File: config.mk
export PLATFORM = sky130hd
export DESIGN_NAME = first_fit_chunk_allocator
export DESIGN_NICKNAME = d
export VERILOG_FILES = /design/src/design/ffca_pkg.sv /design/src/design/ffca_table.sv /design/src/design/ffca_alu.sv /design/src/design/first_fit_chunk_allocator.sv
export SDC_FILE = /design/constraint.sdc
export NUM_CORES = 2
export LEC_CHECK = 0
export BUFFER_PORTS_ARGS = -buffer_cell sky130_fd_sc_hd__clkbuf_2
export CORE_MARGIN = 3
export CORE_UTILIZATION = 55
export CTS_CLUSTER_DIAMETER = 100
export CTS_CLUSTER_SIZE = 40
export DETAILED_ROUTE_END_ITERATION = 8
export PLACE_DENSITY = 0.72
export SLEW_MARGIN = 10
export SYNTH_ARGS = -nofsm -noshare
export SYNTH_HDL_FRONTEND = slang
export SYNTH_SLANG_ARGS = --single-unit
File: constraint.sdc
create_clock -name clk -period 14.1 [get_ports clk]
set_clock_uncertainty 0.1 [all_clocks]
set_input_delay 0 -clock clk [delete_from_list [all_inputs] [get_ports clk]]
set_output_delay 0 -clock clk [all_outputs]
set_load 0.1 [all_outputs]
File: src/design/ffca_pkg.sv
// Shared constants, codes and sequencer state type for the first-fit chunk allocator.
// No dependencies; the top level refers to it by scoped names.
`default_nettype none

package ffca_pkg;

  // Fixed field widths
  localparam int LEN_BITS  = 21;
  localparam int POOL_BITS = 21;

  // Defaults for top-level parameters
  localparam int DEF_MAX_CHUNKS  = 16;
  localparam int DEF_OFFSET_BITS = 20;

  localparam logic [POOL_BITS-1:0] POOL_RESET = 21'd65536;

  // Action codes
  localparam logic [1:0] ACT_ALLOC   = 2'd0;
  localparam logic [1:0] ACT_FREE    = 2'd1;
  localparam logic [1:0] ACT_REALLOC = 2'd2;

  // Status codes
  localparam logic [1:0] STAT_OK         = 2'd0;
  localparam logic [1:0] STAT_NO_ROOM    = 2'd1;
  localparam logic [1:0] STAT_NOT_FOUND  = 2'd2;
  localparam logic [1:0] STAT_TABLE_FULL = 2'd3;

  typedef enum logic [3:0] {
    S_IDLE,
    S_CHK,
    S_ADV,
    S_LAST,
    S_GROW,
    S_RMV,
    S_RMV_END,
    S_INS,
    S_PUT,
    S_DONE
  } seq_state_t;

endpackage

`default_nettype wire

File: src/design/ffca_table.sv
// Chunk table memory: start and length per entry, one write port, one registered read.
// Uses no package items; widths come from the top level.
`default_nettype none

module ffca_table #(
  parameter int DEPTH = 16,
  parameter int AW    = 4,
  parameter int OW    = 20,
  parameter int LW    = 21
) (
  input  wire logic          clk,
  input  wire logic          wr_en,
  input  wire logic [AW-1:0] wr_addr,
  input  wire logic [OW-1:0] wr_start,
  input  wire logic [LW-1:0] wr_len,
  input  wire logic [AW-1:0] rd_addr,
  output logic      [OW-1:0] rd_start,
  output logic      [LW-1:0] rd_len
);

  logic [OW-1:0] start_mem [DEPTH];
  logic [LW-1:0] len_mem   [DEPTH];

  always_ff @(posedge clk) begin
    if (wr_en) begin
      start_mem[wr_addr] <= wr_start;
      len_mem[wr_addr]   <= wr_len;
    end
  end

  always_ff @(posedge clk) begin
    rd_start <= start_mem[rd_addr];
    rd_len   <= len_mem[rd_addr];
  end

endmodule

`default_nettype wire

File: src/design/ffca_alu.sv
// Shared adder with two upper-bound compares, used for every end and fit computation.
// Uses no package items.
`default_nettype none

module ffca_alu #(
  parameter int SW = 23
) (
  input  wire logic [SW-1:0] a,
  input  wire logic [SW-1:0] b,
  input  wire logic [SW-1:0] lim_a,
  input  wire logic [SW-1:0] lim_b,
  output logic      [SW-1:0] sum,
  output logic               le_a,
  output logic               le_b
);

  assign sum  = a + b;
  assign le_a = (sum <= lim_a);
  assign le_b = (sum <= lim_b);

endmodule

`default_nettype wire

File: src/design/first_fit_chunk_allocator.sv
// Top level of the first-fit chunk allocator: request sequencer, counters, result register.
// Depends on ffca_pkg, ffca_table and ffca_alu.
//
//   channel  direction  handshake           payload
//   in_      to block   in_valid/in_stall   in_action, in_chunk_offset, in_request_size
//   out_     from block out_valid/out_stall status, offset, moved, copy, count, bytes
//   cfg_     to block   cfg_valid/cfg_ready cfg_pool_size
//
// One request at a time. When matching an offset the scan tests each entry in S_CHK; when
// searching for a gap each entry is tested in S_CHK and then passed in S_ADV (shared adder:
// gap end, then chunk end), and entries shifted on insert or remove pass through S_INS or S_RMV.
// A reallocate that moves its chunk is the longest case. After its result is taken the
// sequencer returns to S_IDLE before it accepts the next request.
// Synchronous active-low reset clears the count, bytes in use and sequencer and loads the
// default pool size; table contents are not cleared. A stalled result holds in the output register.
`default_nettype none

module first_fit_chunk_allocator #(
  parameter int MAX_CHUNKS  = ffca_pkg::DEF_MAX_CHUNKS,
  parameter int OFFSET_BITS = ffca_pkg::DEF_OFFSET_BITS
) (
  input  wire logic                               clk,
  input  wire logic                               rst_n,
  // request channel
  input  wire logic                               in_valid,
  output logic                                    in_stall,
  input  wire logic [1:0]                         in_action,
  input  wire logic [OFFSET_BITS-1:0]             in_chunk_offset,
  input  wire logic [ffca_pkg::LEN_BITS-1:0]      in_request_size,
  // result channel
  output logic                                    out_valid,
  input  wire logic                               out_stall,
  output logic [1:0]                              out_status,
  output logic [OFFSET_BITS-1:0]                  out_result_offset,
  output logic                                    out_moved,
  output logic [ffca_pkg::LEN_BITS-1:0]           out_copy_bytes,
  output logic [$clog2(MAX_CHUNKS+1)-1:0]         out_chunk_count,
  output logic [ffca_pkg::LEN_BITS-1:0]           out_bytes_in_use,
  // configuration
  input  wire logic                               cfg_valid,
  output logic                                    cfg_ready,
  input  wire logic [ffca_pkg::POOL_BITS-1:0]     cfg_pool_size
);

  localparam int OW = OFFSET_BITS;
  localparam int LW = ffca_pkg::LEN_BITS;
  localparam int IW = $clog2(MAX_CHUNKS);
  localparam int CW = $clog2(MAX_CHUNKS + 1);
  localparam int SW = ((OW > LW) ? OW : LW) + 2;

  localparam logic [CW-1:0] MAX_CNT = CW'(MAX_CHUNKS);
  localparam logic [SW-1:0] SPAN    = SW'(64'd1 << OFFSET_BITS);

  ffca_pkg::seq_state_t st_r, st_nxt;

  logic [1:0]                      act_r, act_nxt;
  logic [OW-1:0]                   off_r, off_nxt;
  logic [LW-1:0]                   size_r, size_nxt;
  logic                            gap_r, gap_nxt;      // scanning for a gap, not a match
  logic [CW-1:0]                   k_r, k_nxt;          // scan index
  logic [CW-1:0]                   j_r, j_nxt;          // shift index
  logic [CW-1:0]                   fk_r, fk_nxt;        // index of matched chunk
  logic [CW-1:0]                   ip_r, ip_nxt;        // insert position
  logic [SW-1:0]                   prev_end_r, prev_end_nxt;
  logic [LW-1:0]                   old_len_r, old_len_nxt;
  logic [OW-1:0]                   where_r, where_nxt;
  logic [CW-1:0]                   cnt_r, cnt_nxt;
  logic [LW-1:0]                   held_r, held_nxt;
  logic [ffca_pkg::POOL_BITS-1:0]  pool_r;

  logic [1:0]                      status_r, status_nxt;
  logic [OW-1:0]                   roff_r, roff_nxt;
  logic                            moved_r, moved_nxt;
  logic [LW-1:0]                   copy_r, copy_nxt;

  // table port
  logic            wr_en;
  logic [IW-1:0]   wr_addr;
  logic [OW-1:0]   wr_start;
  logic [LW-1:0]   wr_len;
  logic [IW-1:0]   rd_addr;
  logic [OW-1:0]   rd_start;
  logic [LW-1:0]   rd_len;

  // shared adder
  logic [SW-1:0]   alu_a, alu_b, alu_lim_a, alu_lim_b, alu_sum;
  logic            alu_le_a, alu_le_b;

  logic [SW-1:0]   pool_use;
  logic [CW-1:0]   k_inc, j_inc, j_inc2, j_dec, cnt_dec, cnt_dec2, ip_adj;

  assign pool_use = (SW'(pool_r) < SPAN) ? SW'(pool_r) : SPAN;
  assign k_inc    = k_r + CW'(1);
  assign j_inc    = j_r + CW'(1);
  assign j_inc2   = j_r + CW'(2);
  assign j_dec    = j_r - CW'(1);
  assign cnt_dec  = cnt_r - CW'(1);
  assign cnt_dec2 = cnt_r - CW'(2);
  // after removing the old chunk, a higher insert slot moves down by one
  assign ip_adj   = (ip_r > fk_r) ? (ip_r - CW'(1)) : ip_r;

  ffca_table #(
    .DEPTH (MAX_CHUNKS),
    .AW    (IW),
    .OW    (OW),
    .LW    (LW)
  ) u_table (
    .clk      (clk),
    .wr_en    (wr_en),
    .wr_addr  (wr_addr),
    .wr_start (wr_start),
    .wr_len   (wr_len),
    .rd_addr  (rd_addr),
    .rd_start (rd_start),
    .rd_len   (rd_len)
  );

  ffca_alu #(
    .SW (SW)
  ) u_alu (
    .a     (alu_a),
    .b     (alu_b),
    .lim_a (alu_lim_a),
    .lim_b (alu_lim_b),
    .sum   (alu_sum),
    .le_a  (alu_le_a),
    .le_b  (alu_le_b)
  );

  assign in_stall          = (st_r != ffca_pkg::S_IDLE);
  assign out_valid         = (st_r == ffca_pkg::S_DONE);
  assign out_status        = status_r;
  assign out_result_offset = roff_r;
  assign out_moved         = moved_r;
  assign out_copy_bytes    = copy_r;
  assign out_chunk_count   = cnt_r;
  assign out_bytes_in_use  = held_r;
  assign cfg_ready         = 1'b1;

  always_ff @(posedge clk) begin
    if (!rst_n) begin
      st_r   <= ffca_pkg::S_IDLE;
      cnt_r  <= '0;
      held_r <= '0;
      pool_r <= ffca_pkg::POOL_RESET;
    end else begin
      st_r   <= st_nxt;
      cnt_r  <= cnt_nxt;
      held_r <= held_nxt;
      if (cfg_valid && cfg_ready) begin
        pool_r <= cfg_pool_size;
      end
    end
  end

  always_ff @(posedge clk) begin
    act_r      <= act_nxt;
    off_r      <= off_nxt;
    size_r     <= size_nxt;
    gap_r      <= gap_nxt;
    k_r        <= k_nxt;
    j_r        <= j_nxt;
    fk_r       <= fk_nxt;
    ip_r       <= ip_nxt;
    prev_end_r <= prev_end_nxt;
    old_len_r  <= old_len_nxt;
    where_r    <= where_nxt;
    status_r   <= status_nxt;
    roff_r     <= roff_nxt;
    moved_r    <= moved_nxt;
    copy_r     <= copy_nxt;
  end

  always_comb begin
    st_nxt       = st_r;
    act_nxt      = act_r;
    off_nxt      = off_r;
    size_nxt     = size_r;
    gap_nxt      = gap_r;
    k_nxt        = k_r;
    j_nxt        = j_r;
    fk_nxt       = fk_r;
    ip_nxt       = ip_r;
    prev_end_nxt = prev_end_r;
    old_len_nxt  = old_len_r;
    where_nxt    = where_r;
    cnt_nxt      = cnt_r;
    held_nxt     = held_r;
    status_nxt   = status_r;
    roff_nxt     = roff_r;
    moved_nxt    = moved_r;
    copy_nxt     = copy_r;

    rd_addr   = '0;
    wr_en     = 1'b0;
    wr_addr   = j_r[IW-1:0];
    wr_start  = rd_start;
    wr_len    = rd_len;

    // default adder use: candidate gap start plus requested size
    alu_a     = prev_end_r;
    alu_b     = SW'(size_r);
    alu_lim_a = SW'(rd_start);
    alu_lim_b = pool_use;

    unique case (st_r)
      ffca_pkg::S_IDLE: begin
        if (in_valid) begin
          act_nxt      = in_action;
          off_nxt      = in_chunk_offset;
          size_nxt     = in_request_size;
          k_nxt        = '0;
          prev_end_nxt = '0;
          gap_nxt      = (in_action == ffca_pkg::ACT_ALLOC);
          status_nxt   = ffca_pkg::STAT_OK;
          roff_nxt     = '0;
          moved_nxt    = 1'b0;
          copy_nxt     = '0;
          if (in_action == ffca_pkg::ACT_ALLOC) begin
            if (in_request_size == '0) begin
              status_nxt = ffca_pkg::STAT_NO_ROOM;
              st_nxt     = ffca_pkg::S_DONE;
            end else if (cnt_r >= MAX_CNT) begin
              status_nxt = ffca_pkg::STAT_TABLE_FULL;
              st_nxt     = ffca_pkg::S_DONE;
            end else if (cnt_r == '0) begin
              st_nxt = ffca_pkg::S_LAST;
            end else begin
              st_nxt = ffca_pkg::S_CHK;
            end
          end else if (in_action == ffca_pkg::ACT_FREE ||
                       in_action == ffca_pkg::ACT_REALLOC) begin
            if (cnt_r == '0) begin
              status_nxt = ffca_pkg::STAT_NOT_FOUND;
              st_nxt     = ffca_pkg::S_DONE;
            end else begin
              st_nxt = ffca_pkg::S_CHK;
            end
          end else begin
            status_nxt = ffca_pkg::STAT_NOT_FOUND;
            st_nxt     = ffca_pkg::S_DONE;
          end
        end
      end

      // Entry k is on the read port. Either match the request offset or test the
      // gap that ends at this entry's start.
      ffca_pkg::S_CHK: begin
        rd_addr = k_r[IW-1:0];
        if (!gap_r) begin
          if (rd_start == off_r) begin
            fk_nxt      = k_r;
            old_len_nxt = rd_len;
            if (act_r == ffca_pkg::ACT_FREE) begin
              if (k_inc < cnt_r) begin
                j_nxt   = k_r;
                rd_addr = k_inc[IW-1:0];
                st_nxt  = ffca_pkg::S_RMV;
              end else begin
                st_nxt = ffca_pkg::S_RMV_END;
              end
            end else if (size_r == '0) begin
              status_nxt = ffca_pkg::STAT_NO_ROOM;
              st_nxt     = ffca_pkg::S_DONE;
            end else if (size_r <= rd_len) begin
              // shrink in place
              wr_en      = 1'b1;
              wr_addr    = k_r[IW-1:0];
              wr_start   = off_r;
              wr_len     = size_r;
              held_nxt   = held_r - rd_len + size_r;
              roff_nxt   = off_r;
              st_nxt     = ffca_pkg::S_DONE;
            end else begin
              alu_a = SW'(off_r);
              if (k_inc < cnt_r) begin
                // fetch the next higher chunk for the grow check
                rd_addr = k_inc[IW-1:0];
                st_nxt  = ffca_pkg::S_GROW;
              end else if (alu_le_b) begin
                wr_en    = 1'b1;
                wr_addr  = k_r[IW-1:0];
                wr_start = off_r;
                wr_len   = size_r;
                held_nxt = held_r - rd_len + size_r;
                roff_nxt = off_r;
                st_nxt   = ffca_pkg::S_DONE;
              end else begin
                gap_nxt      = 1'b1;
                k_nxt        = '0;
                prev_end_nxt = '0;
                rd_addr      = '0;
                st_nxt       = ffca_pkg::S_CHK;
              end
            end
          end else if (k_inc == cnt_r) begin
            status_nxt = ffca_pkg::STAT_NOT_FOUND;
            st_nxt     = ffca_pkg::S_DONE;
          end else begin
            k_nxt   = k_inc;
            rd_addr = k_inc[IW-1:0];
          end
        end else begin
          if (alu_le_a && alu_le_b) begin
            where_nxt = prev_end_r[OW-1:0];
            roff_nxt  = prev_end_r[OW-1:0];
            ip_nxt    = k_r;
            if (act_r == ffca_pkg::ACT_ALLOC) begin
              if (cnt_r > k_r) begin
                j_nxt   = cnt_dec;
                rd_addr = cnt_dec[IW-1:0];
                st_nxt  = ffca_pkg::S_INS;
              end else begin
                st_nxt = ffca_pkg::S_PUT;
              end
            end else begin
              moved_nxt = 1'b1;
              copy_nxt  = old_len_r;
              if (fk_r + CW'(1) < cnt_r) begin
                j_nxt   = fk_r;
                rd_addr = IW'(fk_r + CW'(1));
                st_nxt  = ffca_pkg::S_RMV;
              end else begin
                st_nxt = ffca_pkg::S_RMV_END;
              end
            end
          end else begin
            st_nxt = ffca_pkg::S_ADV;
          end
        end
      end

      // Advance the candidate to the end of entry k and fetch the next entry, or go to S_LAST after the highest one.
      ffca_pkg::S_ADV: begin
        alu_a        = SW'(rd_start);
        alu_b        = SW'(rd_len);
        prev_end_nxt = alu_sum;
        k_nxt        = k_inc;
        if (k_inc == cnt_r) begin
          st_nxt = ffca_pkg::S_LAST;
        end else begin
          rd_addr = k_inc[IW-1:0];
          st_nxt  = ffca_pkg::S_CHK;
        end
      end

      // Gap after the highest chunk: only the pool bound applies.
      ffca_pkg::S_LAST: begin
        if (alu_le_b) begin
          where_nxt = prev_end_r[OW-1:0];
          roff_nxt  = prev_end_r[OW-1:0];
          ip_nxt    = cnt_r;
          if (act_r == ffca_pkg::ACT_ALLOC) begin
            st_nxt = ffca_pkg::S_PUT;
          end else begin
            moved_nxt = 1'b1;
            copy_nxt  = old_len_r;
            if (fk_r + CW'(1) < cnt_r) begin
              j_nxt   = fk_r;
              rd_addr = IW'(fk_r + CW'(1));
              st_nxt  = ffca_pkg::S_RMV;
            end else begin
              st_nxt = ffca_pkg::S_RMV_END;
            end
          end
        end else begin
          status_nxt = ffca_pkg::STAT_NO_ROOM;
          roff_nxt   = '0;
          st_nxt     = ffca_pkg::S_DONE;
        end
      end

      // Next higher chunk is on the read port: grow in place or search elsewhere.
      ffca_pkg::S_GROW: begin
        alu_a = SW'(off_r);
        if (alu_le_a && alu_le_b) begin
          wr_en    = 1'b1;
          wr_addr  = fk_r[IW-1:0];
          wr_start = off_r;
          wr_len   = size_r;
          held_nxt = held_r - old_len_r + size_r;
          roff_nxt = off_r;
          st_nxt   = ffca_pkg::S_DONE;
        end else begin
          gap_nxt      = 1'b1;
          k_nxt        = '0;
          prev_end_nxt = '0;
          rd_addr      = '0;
          st_nxt       = ffca_pkg::S_CHK;
        end
      end

      // Shift entry j+1 down into slot j.
      ffca_pkg::S_RMV: begin
        wr_en   = 1'b1;
        wr_addr = j_r[IW-1:0];
        if (j_inc2 < cnt_r) begin
          j_nxt   = j_inc;
          rd_addr = j_inc2[IW-1:0];
        end else begin
          st_nxt = ffca_pkg::S_RMV_END;
        end
      end

      ffca_pkg::S_RMV_END: begin
        cnt_nxt  = cnt_dec;
        held_nxt = held_r - old_len_r;
        if (act_r == ffca_pkg::ACT_FREE) begin
          roff_nxt = off_r;
          st_nxt   = ffca_pkg::S_DONE;
        end else begin
          ip_nxt = ip_adj;
          if (cnt_dec > ip_adj) begin
            j_nxt   = cnt_dec2;
            rd_addr = cnt_dec2[IW-1:0];
            st_nxt  = ffca_pkg::S_INS;
          end else begin
            st_nxt = ffca_pkg::S_PUT;
          end
        end
      end

      // Shift entry j up into slot j+1, walking down to the insert slot.
      ffca_pkg::S_INS: begin
        wr_en   = 1'b1;
        wr_addr = j_inc[IW-1:0];
        if (j_r > ip_r) begin
          j_nxt   = j_dec;
          rd_addr = j_dec[IW-1:0];
        end else begin
          st_nxt = ffca_pkg::S_PUT;
        end
      end

      ffca_pkg::S_PUT: begin
        wr_en    = 1'b1;
        wr_addr  = ip_r[IW-1:0];
        wr_start = where_r;
        wr_len   = size_r;
        cnt_nxt  = cnt_r + CW'(1);
        held_nxt = held_r + size_r;
        st_nxt   = ffca_pkg::S_DONE;
      end

      ffca_pkg::S_DONE: begin
        if (!out_stall) begin
          st_nxt = ffca_pkg::S_IDLE;
        end
      end

      default: begin
        st_nxt = ffca_pkg::S_IDLE;
      end
    endcase
  end

endmodule

`default_nettype wire

==> key figures <==
Status
  – Outcome: complete, no violations

Clocking
  – Post-cts hold buffer count: 113
  – CTS Root Cell: clkbuf_16
  – CTS buffer count: 37
  – Clock sinks: 920
  – Post-CTS setup buffers: 0
  – Reg clk slew, reported paths: 0.12 ns
  – CTS tree: yes
  – Worst-Skew Late Latency: 0.63 ns
  – CTS Buffer Depth: 3
  – H-tree levels: 2
  – Resized cells post-CTS: 0

STA
  – Slew margin rel.: 17.5%
  – RSZ-0062 raised after global routing: no
  – Fmax achieved: 87.8 MHz
  – Slew @ Worst Pin: 1.23 ns
  – Crit share post-route: 80.8%
  – # setup viols final: 0
  – Tmin final: 11.39 ns
  – Max-slew violation count: 0
  – Setup TNS: 0 ns
  – Worst hold slack: 0.0335 ns
  – Hold Fails Final Rpt: 0

Yosys
  – Ranking of synthesized cells by area: edfxtp_1, mux2i_1, ha_1
  – Syn nets: 3701
  – Post-synthesis sequential area ratio: 59.3%
  – Leading register cell type out of synthesis: edfxtp_1
  – Async S/R FF share, synth: 0%
  – Area fraction of the dominant cell type after synthesis: 55.3%
  – Synth area leader: edfxtp_1
  – Yosys warnings: 0
  – FF+latch count, synth: 920
  – Number of flops mapped to enable cells by yosys: 828
  – Syn Area/Cell: 13.2 µm²
  – Post-synthesis cell area: 45000 µm²
  – Post-Syn Instances: 3418
  – Post-synth cell types: 94

Global route
  – Gr ovfl total: 0
  – All-layer global routing usage: 29.0%
  – Antenna violations before repair: 3
  – Largest net degree at the start of global routing: 84
  – First-pass GRT wire length: 186000 µm
  – Vias in the first global route: 28714

Floorplan
  – Initial core utilization: 55.7%
  – Die H: 292 µm
  – Core Footprint: 80800 µm²
  – Die Area: 85300 µm²
  – # rows: 104
  – IO Count: 142
  – Die Span X: 292 µm

Run
  – Max-cap viol count: 0

Cells and area
  – FF/Latch Area: 26700 µm²
  – Commonest non-fill, non-tap cell in the layout: edfxtp_1
  – Fraction of layout cells with a size suffix above 1: 11.6%
  – Number of fill cells: 6188
  – NumNets Final: 3912
  – Most frequent cells in the layout: edfxtp_1, nand2_1, mux2i_1
  – Design area: 49500 µm²
  – Area Overhead vs Synth: 9.96%
  – Area of the multi-input gates: 16900 µm²
  – Final Non-Filler Cells: 4719

Drt
  – Vias/cell: 6.30
  – Wire per inst: 26.5 µm
  – Drt drc: 0
  – Drt pass-1 iters: 9
  – WL final: 125000 µm
  – DRT iter0 DRCs: 3370
  – Routed Antenna Nets: 0
  – Vias: 29728

Setup path
  – Crit path max fanout: 21
  – Most used cell, CP: nand2_1
  – Startpoint Class: register
  – Nature of the critical path endpoint: register
  – Crit Path Class: reg -> reg
  – Worst Path Required: 14.26 ns
  – CP peak stage delay: 0.89 ns
  – WP data arrival: 11.55 ns
  – Worst path slowest cell: o22ai_2

Hold path
  – Hold WC Path Type: in -> reg

Placed design
  – DP HPWL: 84000 µm
  – Routability cong.: 0.970
  – Placed cell area: 47000 µm²
  – PortBufs: 140
  – DP Cell Count: 4537
-- area by class of cell --
| type | instances | share of cell area, % |
|---|---|---|
| Inverter | 217 | 1.65 |
| Timing Repair Buffer | 326 | 4.89 |
| Sequential cell | 920 | 54.0 |
| Clock buffer | 51 | 2.06 |
| Clock inverter | 16 | 0.604 |
| Antenna cell | 2 | 0.0101 |
| Multi-Input combinational cell | 2127 | 34.1 |
| Tap cell | 1060 | 2.68 |
-- flip-flops by register name (all words and copies together) (netlist names), 20 cells and up --
| signal | flops |
|---|---|
| off_r | 20 |
| prev_end_r | 23 |
| pool_r | 21 |
| u_table.rd_len | 21 |
| u_table.len_mem | 336 |
| u_table.start_mem | 320 |
| old_len_r | 21 |
| out_result_offset | 20 |
| out_bytes_in_use | 21 |
| out_copy_bytes | 21 |
| where_r | 20 |
| u_table.rd_start | 20 |
| size_r | 21 |
-- worst max-delay path, delay by kind of cell (launching register included) --
| family | cells | cell delay [ns] |
|---|---|---|
| AO/OA/AOI/OAI | 14 | 3.74 |
| adder cells (fa/ha/maj) | 3 | 0.96 |
| AND/OR/NAND/NOR | 13 | 4.22 |
| XOR/XNOR | 1 | 0.25 |
| buffers and inverters | 4 | 0.93 |
| flip-flops | 1 | 0.79 |
-- per-stage QoR --
step	util, %	worst slack (ns)
2_1_floorplan	-	4.69
3_3_place_gp	58.2	3.16
3_5_place_dp	58.2	2.95
4_1_cts	61.2	2.85
5_1_grt	61.2	1.82
6_report	61.2	2.71
-- path summary, 6_finish.rpt --
path,startpoint,to,slack [ns],cells after the start
setup / recovery,st_r[0],u_table.start_mem[14][10],2.71,35
hold / removal,in_chunk_offset[18],off_r[18],0.03,2
setup reg to reg,st_r[0],u_table.start_mem[14][10],2.71,35
hold reg to reg,prev_end_r[3],where_r[3],0.40,0
-- per-layer routing --
layer | GRT usage [%] | vias to the layer above | share of wire (%)
met1 | 42.2 | 14878 | 42
met4 | 9.71 | 0 | 3.6
met5 | 0 | - | 0
li1 | - | 13305 | -
met2 | 45.2 | 1353 | 46
met3 | 4.28 | 192 | 8.3
-- Yosys cell counts (64+ instances only) --
master / count
inv_1: 213
dfxtp_1: 92
o21ai_0: 137
mux4_2: 82
clkbuf_1: 96
mux2i_1: 272
ha_1: 191
xnor2_1: 64
nor2_1: 148
nand2_1: 310
a21oi_1: 153
a22oi_1: 111
edfxtp_1: 828
-- cells by family after synthesis --
family          synth area share, %
fa+ha+maj                      6.36
buf+inv                        3.62
other cells                  0.0167
mux                            10.2
flops                          59.3
compound gates                 10.5
simple gates                   7.57
xor+xnor                       2.34
Power is not shown: default switching activity piles up to over one toggle a cycle in this logic, so the estimate is an artifact.
